[config.mk]
export PLATFORM = sky130hd
export DESIGN_NAME = kicker_charge_fire_controller_unit_flat
export DESIGN_NICKNAME = d
export VERILOG_FILES = /design/src/sv/kcfc_pkg.sv /design/src/sv/kcfc_if.sv /design/src/sv/kicker_charge_fire_controller_unit.sv /design/src/sv/kcfc_cfg_regs.sv /design/src/sv/kcfc_core.sv /design/src/flat_wrapper.sv
export VERILOG_INCLUDE_DIRS = /design/src /design/src/sv
export SDC_FILE = /design/constraint.sdc
export NUM_CORES = 1
export LEC_CHECK = 0
export BUFFER_PORTS_ARGS = -buffer_cell sky130_fd_sc_hd__buf_2
export CELL_PAD_IN_SITES_DETAIL_PLACEMENT = 1
export CELL_PAD_IN_SITES_GLOBAL_PLACEMENT = 2
export CORE_UTILIZATION = 41
export CTS_CLUSTER_DIAMETER = 50
export DETAILED_ROUTE_END_ITERATION = 16
export GPL_ROUTABILITY_DRIVEN = 0
export PLACE_DENSITY_LB_ADDON = 0.2
export SLEW_MARGIN = 20
export SYNTH_ARGS = -nofsm -noshare
export SYNTH_HDL_FRONTEND = slang
export SYNTH_HIERARCHICAL = 1
export SYNTH_SLANG_ARGS = --single-unit
[constraint.sdc]
create_clock -name clk_i -period 9.9 [get_ports clk_i]
set_input_delay 2.475 -clock clk_i [delete_from_list [all_inputs] [get_ports clk_i]]
set_output_delay 2.475 -clock clk_i [all_outputs]
set_load 0.02 [all_outputs]
[src/sv/kicker_charge_fire_controller_unit_macros.svh]
// ----------------------------------------------------------------------------
// Assertion macros for the kicker charge and fire controller.
// They expect clk_i and rst_ni in the scope of the module that uses them.
// ----------------------------------------------------------------------------
`ifndef KICKER_CHARGE_FIRE_CONTROLLER_UNIT_MACROS_SVH
`define KICKER_CHARGE_FIRE_CONTROLLER_UNIT_MACROS_SVH

// A property that must hold at every clock edge outside of reset.
`define KCFC_ASSERT_ALWAYS(lbl, prop, msg) \
  lbl: assert property (@(posedge clk_i) disable iff (!rst_ni) (prop)) \
    else $error(msg);

// An implication that must hold in the same cycle.
`define KCFC_ASSERT_IMPL(lbl, ante, cons, msg) \
  lbl: assert property (@(posedge clk_i) disable iff (!rst_ni) (ante) |-> (cons)) \
    else $error(msg);

// An implication that must hold in the next cycle.
`define KCFC_ASSERT_NEXT(lbl, ante, cons, msg) \
  lbl: assert property (@(posedge clk_i) disable iff (!rst_ni) (ante) |=> (cons)) \
    else $error(msg);

`endif

[src/sv/kcfc_pkg.sv]
// ----------------------------------------------------------------------------
// kcfc_pkg
// Types and constants shared by the kicker charge and fire controller.
// ----------------------------------------------------------------------------
`timescale 1ns / 1ps

package kcfc_pkg;

  typedef enum logic [1:0] {
    MODE_OFF      = 2'd0,
    MODE_CHARGING = 2'd1,
    MODE_READY    = 2'd2,
    MODE_KICKING  = 2'd3
  } mode_e;

  typedef enum logic [1:0] {
    OP_TICK   = 2'd0,
    OP_CHARGE = 2'd1,
    OP_STOP   = 2'd2,
    OP_SHOOT  = 2'd3
  } op_e;

  localparam int unsigned IDX_W   = 3;
  localparam int unsigned DATA_W  = 16;
  localparam int unsigned POWER_W = 7;
  localparam int unsigned PROD_W  = POWER_W + DATA_W;

  localparam logic [IDX_W-1:0] REG_KICK_POWER      = 3'd0;
  localparam logic [IDX_W-1:0] REG_OFF_PERIOD      = 3'd1;
  localparam logic [IDX_W-1:0] REG_CHARGING_PERIOD = 3'd2;
  localparam logic [IDX_W-1:0] REG_READY_PERIOD    = 3'd3;
  localparam logic [IDX_W-1:0] REG_KICKING_PERIOD  = 3'd4;
  localparam logic [IDX_W-1:0] REG_KICK_UNIT_TIME  = 3'd5;
  localparam logic [IDX_W-1:0] REG_CHIP_UNIT_TIME  = 3'd6;

  localparam logic [POWER_W-1:0] POWER_MIN = 7'd1;
  localparam logic [POWER_W-1:0] POWER_MAX = 7'd100;

  localparam logic [POWER_W-1:0] RST_KICK_POWER      = 7'd1;
  localparam logic [DATA_W-1:0]  RST_OFF_PERIOD      = 16'd1000;
  localparam logic [DATA_W-1:0]  RST_CHARGING_PERIOD = 16'd100;
  localparam logic [DATA_W-1:0]  RST_READY_PERIOD    = 16'd1000;
  localparam logic [DATA_W-1:0]  RST_KICKING_PERIOD  = 16'd100;
  localparam logic [DATA_W-1:0]  RST_KICK_UNIT_TIME  = 16'd10;
  localparam logic [DATA_W-1:0]  RST_CHIP_UNIT_TIME  = 16'd10;

  typedef struct packed {
    logic [POWER_W-1:0] kick_power;
    logic [DATA_W-1:0]  off_period;
    logic [DATA_W-1:0]  charging_period;
    logic [DATA_W-1:0]  ready_period;
    logic [DATA_W-1:0]  kicking_period;
    logic [DATA_W-1:0]  kick_unit_time;
    logic [DATA_W-1:0]  chip_unit_time;
  } cfg_t;

  typedef struct packed {
    logic [1:0] operation;
    logic       use_chipper;
    logic       charge_done_n;
  } in_t;

  typedef struct packed {
    logic       kick_drive;
    logic       chip_drive;
    logic       charge_drive;
    logic [1:0] mode;
    logic       is_charged;
    logic       step_ran;
  } res_t;

endpackage

[src/sv/kcfc_if.sv]
// ----------------------------------------------------------------------------
// kcfc channel interfaces
// Valid/ready channels for commands, results and register writes.
// ----------------------------------------------------------------------------
`timescale 1ns / 1ps

interface kcfc_in_if;
  logic       valid;
  logic       ready;
  logic [1:0] operation;
  logic       use_chipper;
  logic       charge_done_n;

  modport source (output valid, output operation, output use_chipper,
                  output charge_done_n, input ready);
  modport sink   (input valid, input operation, input use_chipper,
                  input charge_done_n, output ready);
endinterface

interface kcfc_out_if;
  logic       valid;
  logic       ready;
  logic       kick_drive;
  logic       chip_drive;
  logic       charge_drive;
  logic [1:0] mode;
  logic       is_charged;
  logic       step_ran;

  modport source (output valid, output kick_drive, output chip_drive,
                  output charge_drive, output mode, output is_charged,
                  output step_ran, input ready);
  modport sink   (input valid, input kick_drive, input chip_drive,
                  input charge_drive, input mode, input is_charged,
                  input step_ran, output ready);
endinterface

interface kcfc_cfg_if;
  logic        valid;
  logic        ready;
  logic [2:0]  index;
  logic [15:0] data;

  modport source (output valid, output index, output data, input ready);
  modport sink   (input valid, input index, input data, output ready);
endinterface

[src/sv/kicker_charge_fire_controller_unit.sv]
// A command is captured in the input register and its result in the result register.
// Throughput: one command per cycle while results are taken; the mode and timer
// update is a single registered step from the input register into the result register.
// Reset clears mode, timer and pin levels and restores the register
// defaults at once; no clearing pass follows reset.
// ----------------------------------------------------------------------------
// kicker_charge_fire_controller_unit
// Top level of the solenoid kicker charge and fire controller.
// ----------------------------------------------------------------------------
`timescale 1ns / 1ps

module kicker_charge_fire_controller_unit
  import kcfc_pkg::*;
#(
  parameter int unsigned TIMER_BITS = 24
) (
  input  logic       clk_i,
  input  logic       rst_ni,
  kcfc_in_if.sink    in_i,
  kcfc_out_if.source out_o,
  kcfc_cfg_if.sink   cfg_i
);

  cfg_t cfg;
  in_t  in_data;
  res_t res;

  kcfc_cfg_regs u_cfg_regs (
    .clk_i       (clk_i),
    .rst_ni      (rst_ni),
    .cfg_valid_i (cfg_i.valid),
    .cfg_ready_o (cfg_i.ready),
    .cfg_index_i (cfg_i.index),
    .cfg_data_i  (cfg_i.data),
    .cfg_o       (cfg)
  );

  assign in_data.operation     = in_i.operation;
  assign in_data.use_chipper   = in_i.use_chipper;
  assign in_data.charge_done_n = in_i.charge_done_n;

  kcfc_core #(
    .TIMER_BITS (TIMER_BITS)
  ) u_core (
    .clk_i       (clk_i),
    .rst_ni      (rst_ni),
    .cfg_i       (cfg),
    .in_valid_i  (in_i.valid),
    .in_ready_o  (in_i.ready),
    .in_data_i   (in_data),
    .out_valid_o (out_o.valid),
    .out_ready_i (out_o.ready),
    .out_data_o  (res)
  );

  assign out_o.kick_drive   = res.kick_drive;
  assign out_o.chip_drive   = res.chip_drive;
  assign out_o.charge_drive = res.charge_drive;
  assign out_o.mode         = res.mode;
  assign out_o.is_charged   = res.is_charged;
  assign out_o.step_ran     = res.step_ran;

endmodule

[src/sv/kcfc_cfg_regs.sv]
// ----------------------------------------------------------------------------
// kcfc_cfg_regs
// Register file for the periods, unit times and shot power.
// ----------------------------------------------------------------------------
`timescale 1ns / 1ps

module kcfc_cfg_regs
  import kcfc_pkg::*;
(
  input  logic              clk_i,
  input  logic              rst_ni,
  input  logic              cfg_valid_i,
  output logic              cfg_ready_o,
  input  logic [IDX_W-1:0]  cfg_index_i,
  input  logic [DATA_W-1:0] cfg_data_i,
  output cfg_t              cfg_o
);

  cfg_t               cfg_q, cfg_d;
  logic [POWER_W-1:0] power_raw;
  logic [POWER_W-1:0] power_sat;

  assign cfg_ready_o = 1'b1;
  assign power_raw   = cfg_data_i[POWER_W-1:0];

  always_comb begin
    if (power_raw < POWER_MIN) begin
      power_sat = POWER_MIN;
    end else if (power_raw > POWER_MAX) begin
      power_sat = POWER_MAX;
    end else begin
      power_sat = power_raw;
    end
  end

  always_comb begin
    cfg_d = cfg_q;
    if (cfg_valid_i) begin
      unique case (cfg_index_i)
        REG_KICK_POWER:      cfg_d.kick_power      = power_sat;
        REG_OFF_PERIOD:      cfg_d.off_period      = cfg_data_i;
        REG_CHARGING_PERIOD: cfg_d.charging_period = cfg_data_i;
        REG_READY_PERIOD:    cfg_d.ready_period    = cfg_data_i;
        REG_KICKING_PERIOD:  cfg_d.kicking_period  = cfg_data_i;
        REG_KICK_UNIT_TIME:  cfg_d.kick_unit_time  = cfg_data_i;
        REG_CHIP_UNIT_TIME:  cfg_d.chip_unit_time  = cfg_data_i;
        default:             cfg_d = cfg_q;
      endcase
    end
  end

  always_ff @(posedge clk_i or negedge rst_ni) begin
    if (!rst_ni) begin
      cfg_q.kick_power      <= RST_KICK_POWER;
      cfg_q.off_period      <= RST_OFF_PERIOD;
      cfg_q.charging_period <= RST_CHARGING_PERIOD;
      cfg_q.ready_period    <= RST_READY_PERIOD;
      cfg_q.kicking_period  <= RST_KICKING_PERIOD;
      cfg_q.kick_unit_time  <= RST_KICK_UNIT_TIME;
      cfg_q.chip_unit_time  <= RST_CHIP_UNIT_TIME;
    end else begin
      cfg_q <= cfg_d;
    end
  end

  assign cfg_o = cfg_q;

endmodule

[src/sv/kcfc_core.sv]
// ----------------------------------------------------------------------------
// kcfc_core
// Input register, mode and timer update, and result register.
// ----------------------------------------------------------------------------
`timescale 1ns / 1ps

module kcfc_core
  import kcfc_pkg::*;
#(
  parameter int unsigned TIMER_BITS = 24
) (
  input  logic clk_i,
  input  logic rst_ni,
  input  cfg_t cfg_i,
  input  logic in_valid_i,
  output logic in_ready_o,
  input  in_t  in_data_i,
  output logic out_valid_o,
  input  logic out_ready_i,
  output res_t out_data_o
);

`include "kicker_charge_fire_controller_unit_macros.svh"

  localparam int unsigned WIDE_W = (TIMER_BITS > PROD_W) ? TIMER_BITS : PROD_W;
  localparam logic [WIDE_W-1:0] TMAX_WIDE = WIDE_W'({TIMER_BITS{1'b1}});

  // Handshake and payload registers.
  logic in_valid_q, out_valid_q;
  in_t  in_q;
  res_t res_q;
  logic advance;

  // Controller state.
  mode_e                 mode_q, mode_d;
  logic                  charged_q, charged_d;
  logic [TIMER_BITS-1:0] count_q, count_d;
  logic                  running_q, running_d;
  logic                  kick_q, kick_d;
  logic                  chip_q, chip_d;
  logic                  charge_q, charge_d;
  logic                  ran_d;

  op_e                   op;
  logic [DATA_W-1:0]     unit_time;
  logic [PROD_W-1:0]     pulse_prod;
  logic [WIDE_W-1:0]     pulse_wide;
  logic [TIMER_BITS-1:0] pulse_ticks;
  res_t                  res_d;

  assign advance    = in_valid_q && (!out_valid_q || out_ready_i);
  assign in_ready_o = !in_valid_q || advance;
  assign op         = op_e'(in_q.operation);

  // Shot length, saturated to the timer range.
  assign unit_time   = in_q.use_chipper ? cfg_i.chip_unit_time : cfg_i.kick_unit_time;
  assign pulse_prod  = PROD_W'(cfg_i.kick_power) * PROD_W'(unit_time);
  assign pulse_wide  = WIDE_W'(pulse_prod);
  assign pulse_ticks = (pulse_wide > TMAX_WIDE) ? {TIMER_BITS{1'b1}}
                                                : pulse_wide[TIMER_BITS-1:0];

  // Next state. The command is applied first, then the callback step if one
  // is due, which sees the mode that the command left.
  always_comb begin
    logic do_cb;
    do_cb     = 1'b0;
    mode_d    = mode_q;
    charged_d = charged_q;
    count_d   = count_q;
    running_d = running_q;
    kick_d    = kick_q;
    chip_d    = chip_q;
    charge_d  = charge_q;

    case (op)
      OP_TICK: begin
        if (running_q) begin
          if (count_q == '0) begin
            do_cb = 1'b1;
          end else begin
            count_d = count_q - 1'b1;
          end
        end
      end
      OP_CHARGE: begin
        charged_d = 1'b0;
        mode_d    = MODE_CHARGING;
        kick_d    = 1'b0;
        chip_d    = 1'b0;
        charge_d  = 1'b1;
        do_cb     = 1'b1;
      end
      OP_STOP: begin
        charged_d = 1'b0;
        mode_d    = MODE_OFF;
        kick_d    = 1'b0;
        chip_d    = 1'b0;
        charge_d  = 1'b0;
        running_d = 1'b0;
      end
      default: begin
        if (mode_q == MODE_READY) begin
          mode_d    = MODE_KICKING;
          charge_d  = 1'b0;
          if (in_q.use_chipper) begin
            chip_d = 1'b1;
          end else begin
            kick_d = 1'b1;
          end
          count_d   = pulse_ticks;
          running_d = 1'b1;
        end
      end
    endcase

    if (do_cb) begin
      running_d = 1'b1;
      unique case (mode_d)
        MODE_READY: begin
          charged_d = !charged_d;
          charge_d  = !charged_d;
          count_d   = TIMER_BITS'(cfg_i.ready_period);
        end
        MODE_CHARGING: begin
          if (!in_q.charge_done_n) begin
            charge_d  = 1'b0;
            charged_d = 1'b1;
            mode_d    = MODE_READY;
          end else begin
            kick_d    = 1'b0;
            chip_d    = 1'b0;
            charge_d  = 1'b1;
            charged_d = 1'b0;
          end
          count_d = TIMER_BITS'(cfg_i.charging_period);
        end
        MODE_KICKING: begin
          kick_d  = 1'b0;
          chip_d  = 1'b0;
          mode_d  = MODE_CHARGING;
          count_d = TIMER_BITS'(cfg_i.kicking_period);
        end
        MODE_OFF: begin
          kick_d   = 1'b0;
          chip_d   = 1'b0;
          charge_d = 1'b0;
          count_d  = TIMER_BITS'(cfg_i.off_period);
        end
      endcase
    end
    ran_d = do_cb;
  end

  // Result fields show the state after the item.
  always_comb begin
    res_d.kick_drive   = kick_d;
    res_d.chip_drive   = chip_d;
    res_d.charge_drive = charge_d;
    res_d.mode         = mode_d;
    res_d.is_charged   = charged_d;
    res_d.step_ran     = ran_d;
  end

  always_ff @(posedge clk_i or negedge rst_ni) begin
    if (!rst_ni) begin
      in_valid_q  <= 1'b0;
      out_valid_q <= 1'b0;
      mode_q      <= MODE_OFF;
      charged_q   <= 1'b0;
      count_q     <= '0;
      running_q   <= 1'b0;
      kick_q      <= 1'b0;
      chip_q      <= 1'b0;
      charge_q    <= 1'b0;
    end else begin
      if (in_ready_o) begin
        in_valid_q <= in_valid_i;
      end
      if (advance) begin
        out_valid_q <= 1'b1;
        mode_q      <= mode_d;
        charged_q   <= charged_d;
        count_q     <= count_d;
        running_q   <= running_d;
        kick_q      <= kick_d;
        chip_q      <= chip_d;
        charge_q    <= charge_d;
      end else if (out_ready_i) begin
        out_valid_q <= 1'b0;
      end
    end
  end

  always_ff @(posedge clk_i) begin
    if (in_ready_o && in_valid_i) begin
      in_q <= in_data_i;
    end
    if (advance) begin
      res_q <= res_d;
    end
  end

  assign out_valid_o = out_valid_q;
  assign out_data_o  = res_q;

  `KCFC_ASSERT_IMPL(a_solenoids_only_kicking, mode_q != MODE_KICKING, !kick_q && !chip_q, "solenoid driven outside kicking mode")
  `KCFC_ASSERT_ALWAYS(a_one_solenoid, !(kick_q && chip_q), "kick and chip driven together")
  `KCFC_ASSERT_IMPL(a_stopped_only_off, !running_q, mode_q == MODE_OFF, "timer stopped outside off mode")
  `KCFC_ASSERT_NEXT(a_step_restarts_timer, advance && ran_d, running_q, "callback left timer stopped")
  `KCFC_ASSERT_NEXT(a_held_item_kept, in_valid_q && !advance, in_valid_q, "stalled command was dropped")

endmodule
[src/flat_wrapper.sv]
// flat-port wrapper written by rule: the top's interface ports become plain ports
module kicker_charge_fire_controller_unit_flat import kcfc_pkg::*;
#(
  parameter int unsigned TIMER_BITS = 24
)
  (clk_i, rst_ni, in_i_valid, in_i_operation, in_i_use_chipper, in_i_charge_done_n, in_i_ready, out_o_valid, out_o_kick_drive, out_o_chip_drive, out_o_charge_drive, out_o_mode, out_o_is_charged, out_o_step_ran, out_o_ready, cfg_i_valid, cfg_i_index, cfg_i_data, cfg_i_ready);
  kcfc_in_if in_i_i ();
  kcfc_out_if out_o_i ();
  kcfc_cfg_if cfg_i_i ();
  input  logic clk_i;
  input  logic rst_ni;
  input wire logic [$bits(in_i_i.valid)-1:0] in_i_valid;
  input wire logic [$bits(in_i_i.operation)-1:0] in_i_operation;
  input wire logic [$bits(in_i_i.use_chipper)-1:0] in_i_use_chipper;
  input wire logic [$bits(in_i_i.charge_done_n)-1:0] in_i_charge_done_n;
  output wire logic [$bits(in_i_i.ready)-1:0] in_i_ready;
  output wire logic [$bits(out_o_i.valid)-1:0] out_o_valid;
  output wire logic [$bits(out_o_i.kick_drive)-1:0] out_o_kick_drive;
  output wire logic [$bits(out_o_i.chip_drive)-1:0] out_o_chip_drive;
  output wire logic [$bits(out_o_i.charge_drive)-1:0] out_o_charge_drive;
  output wire logic [$bits(out_o_i.mode)-1:0] out_o_mode;
  output wire logic [$bits(out_o_i.is_charged)-1:0] out_o_is_charged;
  output wire logic [$bits(out_o_i.step_ran)-1:0] out_o_step_ran;
  input wire logic [$bits(out_o_i.ready)-1:0] out_o_ready;
  input wire logic [$bits(cfg_i_i.valid)-1:0] cfg_i_valid;
  input wire logic [$bits(cfg_i_i.index)-1:0] cfg_i_index;
  input wire logic [$bits(cfg_i_i.data)-1:0] cfg_i_data;
  output wire logic [$bits(cfg_i_i.ready)-1:0] cfg_i_ready;
  assign in_i_i.valid = in_i_valid;
  assign in_i_i.operation = in_i_operation;
  assign in_i_i.use_chipper = in_i_use_chipper;
  assign in_i_i.charge_done_n = in_i_charge_done_n;
  assign in_i_ready = in_i_i.ready;
  assign out_o_valid = out_o_i.valid;
  assign out_o_kick_drive = out_o_i.kick_drive;
  assign out_o_chip_drive = out_o_i.chip_drive;
  assign out_o_charge_drive = out_o_i.charge_drive;
  assign out_o_mode = out_o_i.mode;
  assign out_o_is_charged = out_o_i.is_charged;
  assign out_o_step_ran = out_o_i.step_ran;
  assign out_o_i.ready = out_o_ready;
  assign cfg_i_i.valid = cfg_i_valid;
  assign cfg_i_i.index = cfg_i_index;
  assign cfg_i_i.data = cfg_i_data;
  assign cfg_i_ready = cfg_i_i.ready;
  kicker_charge_fire_controller_unit #(.TIMER_BITS(TIMER_BITS)) u_core (.clk_i(clk_i), .rst_ni(rst_ni), .in_i(in_i_i), .out_o(out_o_i), .cfg_i(cfg_i_i));
endmodule
==> flow_summary.json <==
{
  "via_per_inst": 5.66,
  "grt-ovfl-total": 0,
  "path_class": "reg -> reg",
  "combPwrFrac": 0.580,
  "violations": "DRC",
  "yosysSeqAreaShare": 0.340,
  "yosysWarnings": 6,
  "status": "finished, violations left",
  "hold_path_class": "reg -> reg",
  "wl_per_cell_um": 21.7,
  "drcViolationCount": 1,
  "drtPass1Iterations": 14,
  "initial_core_util": 0.421,
  "highest_layer": "met4",
  "clk_pin_slew_ns": 0.07,
  "final_util": 0.457,
  "synth_edf_count": 11,
  "slew_headroom": 0.368,
  "rows": 59,
  "cp_data_required_time_ns": 10.21,
  "grt_pass1_vias": 8702,
  "clk_latency_ns": 0.43,
  "fmax_mhz": 166,
  "cts-buffers-inserted": 17,
  "powerDensity_nw_per_um2": 309,
  "p_switching_mw": 1.73,
  "worst_setup_path_start_kind": "flip-flop",
  "num_antenna_cells": 0,
  "drtIter0Drc": 407,
  "holdPathStages": 1,
  "slew_violations": 0,
  "nets": 1231,
  "dp_slack_ns": 3.83,
  "final_layout_size_suffix_gt1_frac": 0.210,
  "tritoncts": "yes",
  "min_period_over_period": 0.609,
  "cts_buffer_depth": 2,
  "cts.repair.resized": 0,
  "ir_worst_vdd_mv": 0.134,
  "synth_cells": 1072,
  "power.leakage_nw": 5.39,
  "dp_hpwl_um": 22500,
  "reg2reg_slack_ns": 3.87,
  "p_int_mw": 1.97,
  "placed_cell_area_um2": 11400,
  "final_cell_area_um2": 12000,
  "via_count": 8092,
  "netlist_area_um2": 11100,
  "finalNonFillerCells": 1429,
  "worst_slew_pin_slew_ns": 0.948,
  "r2r.worst_path.cells": 19,
  "cts_hold_buf": 0,
  "grt_pass1_wl_um": 50200,
  "pwr-share-seq": 0.247,
  "ys_ff_latch": 147,
  "synth_area_per_cell_um2": 10.3,
  "clockRootBuffer": "clkbuf_16",
  "wl_um": 31100,
  "fin_ws_ns": 3.87,
  "ys_types": 77,
  "worstPathMaxFanout": 18,
  "hold-worst-slack_ns": 0.502,
  "wl_met1_um": 15200,
  "period_minus_slack_ns": 6.03,
  "area_growth_pct": 8.50,
  "hold_viol": 0,
  "p_sw_frac": 0.468,
  "setup_tns_ns": 0,
  "max-cap-violations": 0,
  "clock_skew_ns": 0.0169,
  "p_total_mw": 3.70,
  "wl_met3_um": 764,
  "synth_nets": 1222,
  "pin_count": 38,
  "antenna_found_initial": 0,
  "critPathCaptureType": "flip-flop",
  "p_clk_frac": 0.173,
  "dieArea_um2": 27600,
  "crit_arrival_ns": 6.33,
  "synth_ff_type": "dfrtp_1",
  "dp_cells": 1397,
  "die_w_um": 166,
  "async_flop_share": 0.925,
  "setup_viol": 0,
  "fillCellCount": 2932,
  "antenna_left": 0,
  "clock-sinks": 147,
  "core_area_um2": 26300,
  "post_cts_buffers": 0,
  "die_y_um": 166,
  "rsz0062_at_grt": "false",
  "htreeDepth": 4,
  "wl_met2_um": 14600,
  "grt.total_usage": 0.235,
  "port_buffers": 36,
  "grt_max_degree": 83
}
power by group through the flow:
stage	clock [mW]	combinational (mW)	sequential, mW
after CTS	0.657	2.18	0.915
final	0.639	2.15	0.916
after global routing	0.676	2.43	0.941
after detailed placement	0	2.16	0.925
after floorplan	0	1.61	0.863
after global placement	0	2.13	0.920
routing by layer:
layer,vias to the layer above,GRT usage
met1,4208,0.336
met4,0,0.0660
met2,120,0.380
met5,-,0
li1,3730,-
met3,34,0.0238
cell type report:
cell class,instances,area (um2),area share
clock inverters,14,133,0.0111
repair buffers,42,231,0.0193
flip-flops and latches,147,3760,0.314
well taps,335,419,0.0349
multi-input cells,781,6680,0.557
inverters,92,345,0.0288
clock buffers,18,429,0.0358
state kept, by name, summed over array words and instances (netlist names):
register                   count
u_core/u_cfg_regs/cfg_o      103
u_core/u_core/count_q         24
u_core/u_core/out_data_o       7
u_core/u_core/in_q             2
u_core/u_core/mode_q           2
u_core/u_core/op               2
u_core/u_core/charge_q         1
u_core/u_core/charged_q        1
u_core/u_core/chip_q           1
u_core/u_core/in_valid_q       1
u_core/u_core/kick_q           1
u_core/u_core/out_valid_o      1
u_core/u_core/running_q        1
worst paths after layout:
path / start / to
min reg2reg: u_core/u_cfg_regs/cfg_o[14] / u_core/u_cfg_regs/cfg_o[14]
min in group asynchronous: rst_ni / u_core/u_cfg_regs/cfg_o[65]
max in group asynchronous: rst_ni / u_core/u_core/count_q[15]
min: u_core/u_cfg_regs/cfg_o[14] / u_core/u_cfg_regs/cfg_o[14]
max: u_core/u_core/in_q[1] / u_core/u_core/count_q[12]
max reg2reg: u_core/u_core/in_q[1] / u_core/u_core/count_q[12]
critical path, stage by stage (launching register included):
cell       delay [ns]
edfxtp_1         0.32
buf_4            0.31
mux2i_1          0.78
nor2b_1          0.15
fa_1             0.54
inv_1            0.05
fa_1             0.48
inv_1            0.06
fa_1             0.52
inv_1            0.05
fa_1             0.53
inv_1            0.04
ha_1             0.34
o21ai_0          0.20
o21ai_0          0.34
a41o_1           0.26
mux2_2           0.35
a31oi_1          0.23
a2111oi_0        0.10
a211o_1          0.25
cell usage after synthesis, drive strengths merged, types with 15 or more instances:
cell type,number,area share
a21oi,44,0.020
a222oi,16,0.014
mux2,106,0.11
mux2i,15,0.014
nand2b,22,0.012
clkbuf,25,0.0085
dfrtp,113,0.26
buf,27,0.018
dfstp,23,0.055
nand2,96,0.033
nor2,44,0.015
ha,53,0.060
fa,69,0.12
inv,91,0.031
nor2b,76,0.043
o21ai,57,0.026
cells in the final DEF (no fill, tap or decap), types with 4 or more instances in the layout:
| master | netlist | layout |
|---|---|---|
| or3_1 | 5 | 5 |
| o31ai_1 | 5 | 4 |
| nor2b_1 | 76 | 76 |
| buf_2 | 9 | 35 |
| edfxtp_1 | 11 | 11 |
| a211o_1 | 4 | 4 |
| mux2_2 | 106 | 106 |
| o21ai_0 | 57 | 57 |
| nand2b_1 | 22 | 22 |
| dfrtp_1 | 113 | 113 |
| nor3_1 | 11 | 11 |
| or4_1 | 4 | 4 |
| and2_1 | 11 | 11 |
| nor2_1 | 43 | 43 |
| inv_6 | 0 | 4 |
| a21o_1 | 8 | 8 |
| nand3_1 | 12 | 12 |
| a211oi_1 | 10 | 10 |
| a222oi_1 | 16 | 16 |
| a31oi_1 | 9 | 9 |
| a21oi_1 | 44 | 44 |
| xor2_1 | 14 | 14 |
| nor4_1 | 8 | 8 |
| clkbuf_16 | 0 | 17 |
| mux2i_1 | 15 | 15 |
| inv_1 | 90 | 90 |
| inv_8 | 0 | 5 |
| nand2_1 | 94 | 94 |
| o211ai_1 | 5 | 5 |
| xnor2_1 | 11 | 11 |
| o21a_1 | 5 | 5 |
| dfstp_2 | 23 | 23 |
| and3_1 | 5 | 5 |
| buf_4 | 5 | 6 |
| ha_1 | 53 | 53 |
| fa_1 | 69 | 69 |
kinds of logic (layout without fill, tap and decap cells):
group / after synthesis / count (layout) / synth area share
simple gates: 320 / 320 / 0.159
compound gates: 192 / 192 / 0.116
flops: 147 / 147 / 0.340
buf+inv: 144 / 166 / 0.0577
fa+ha+maj: 122 / 122 / 0.185
mux: 121 / 121 / 0.121
xor+xnor: 25 / 25 / 0.0198
other cells: 1 / 1 / 0.000339
Note: power is estimated with default switching activity, not from simulation.
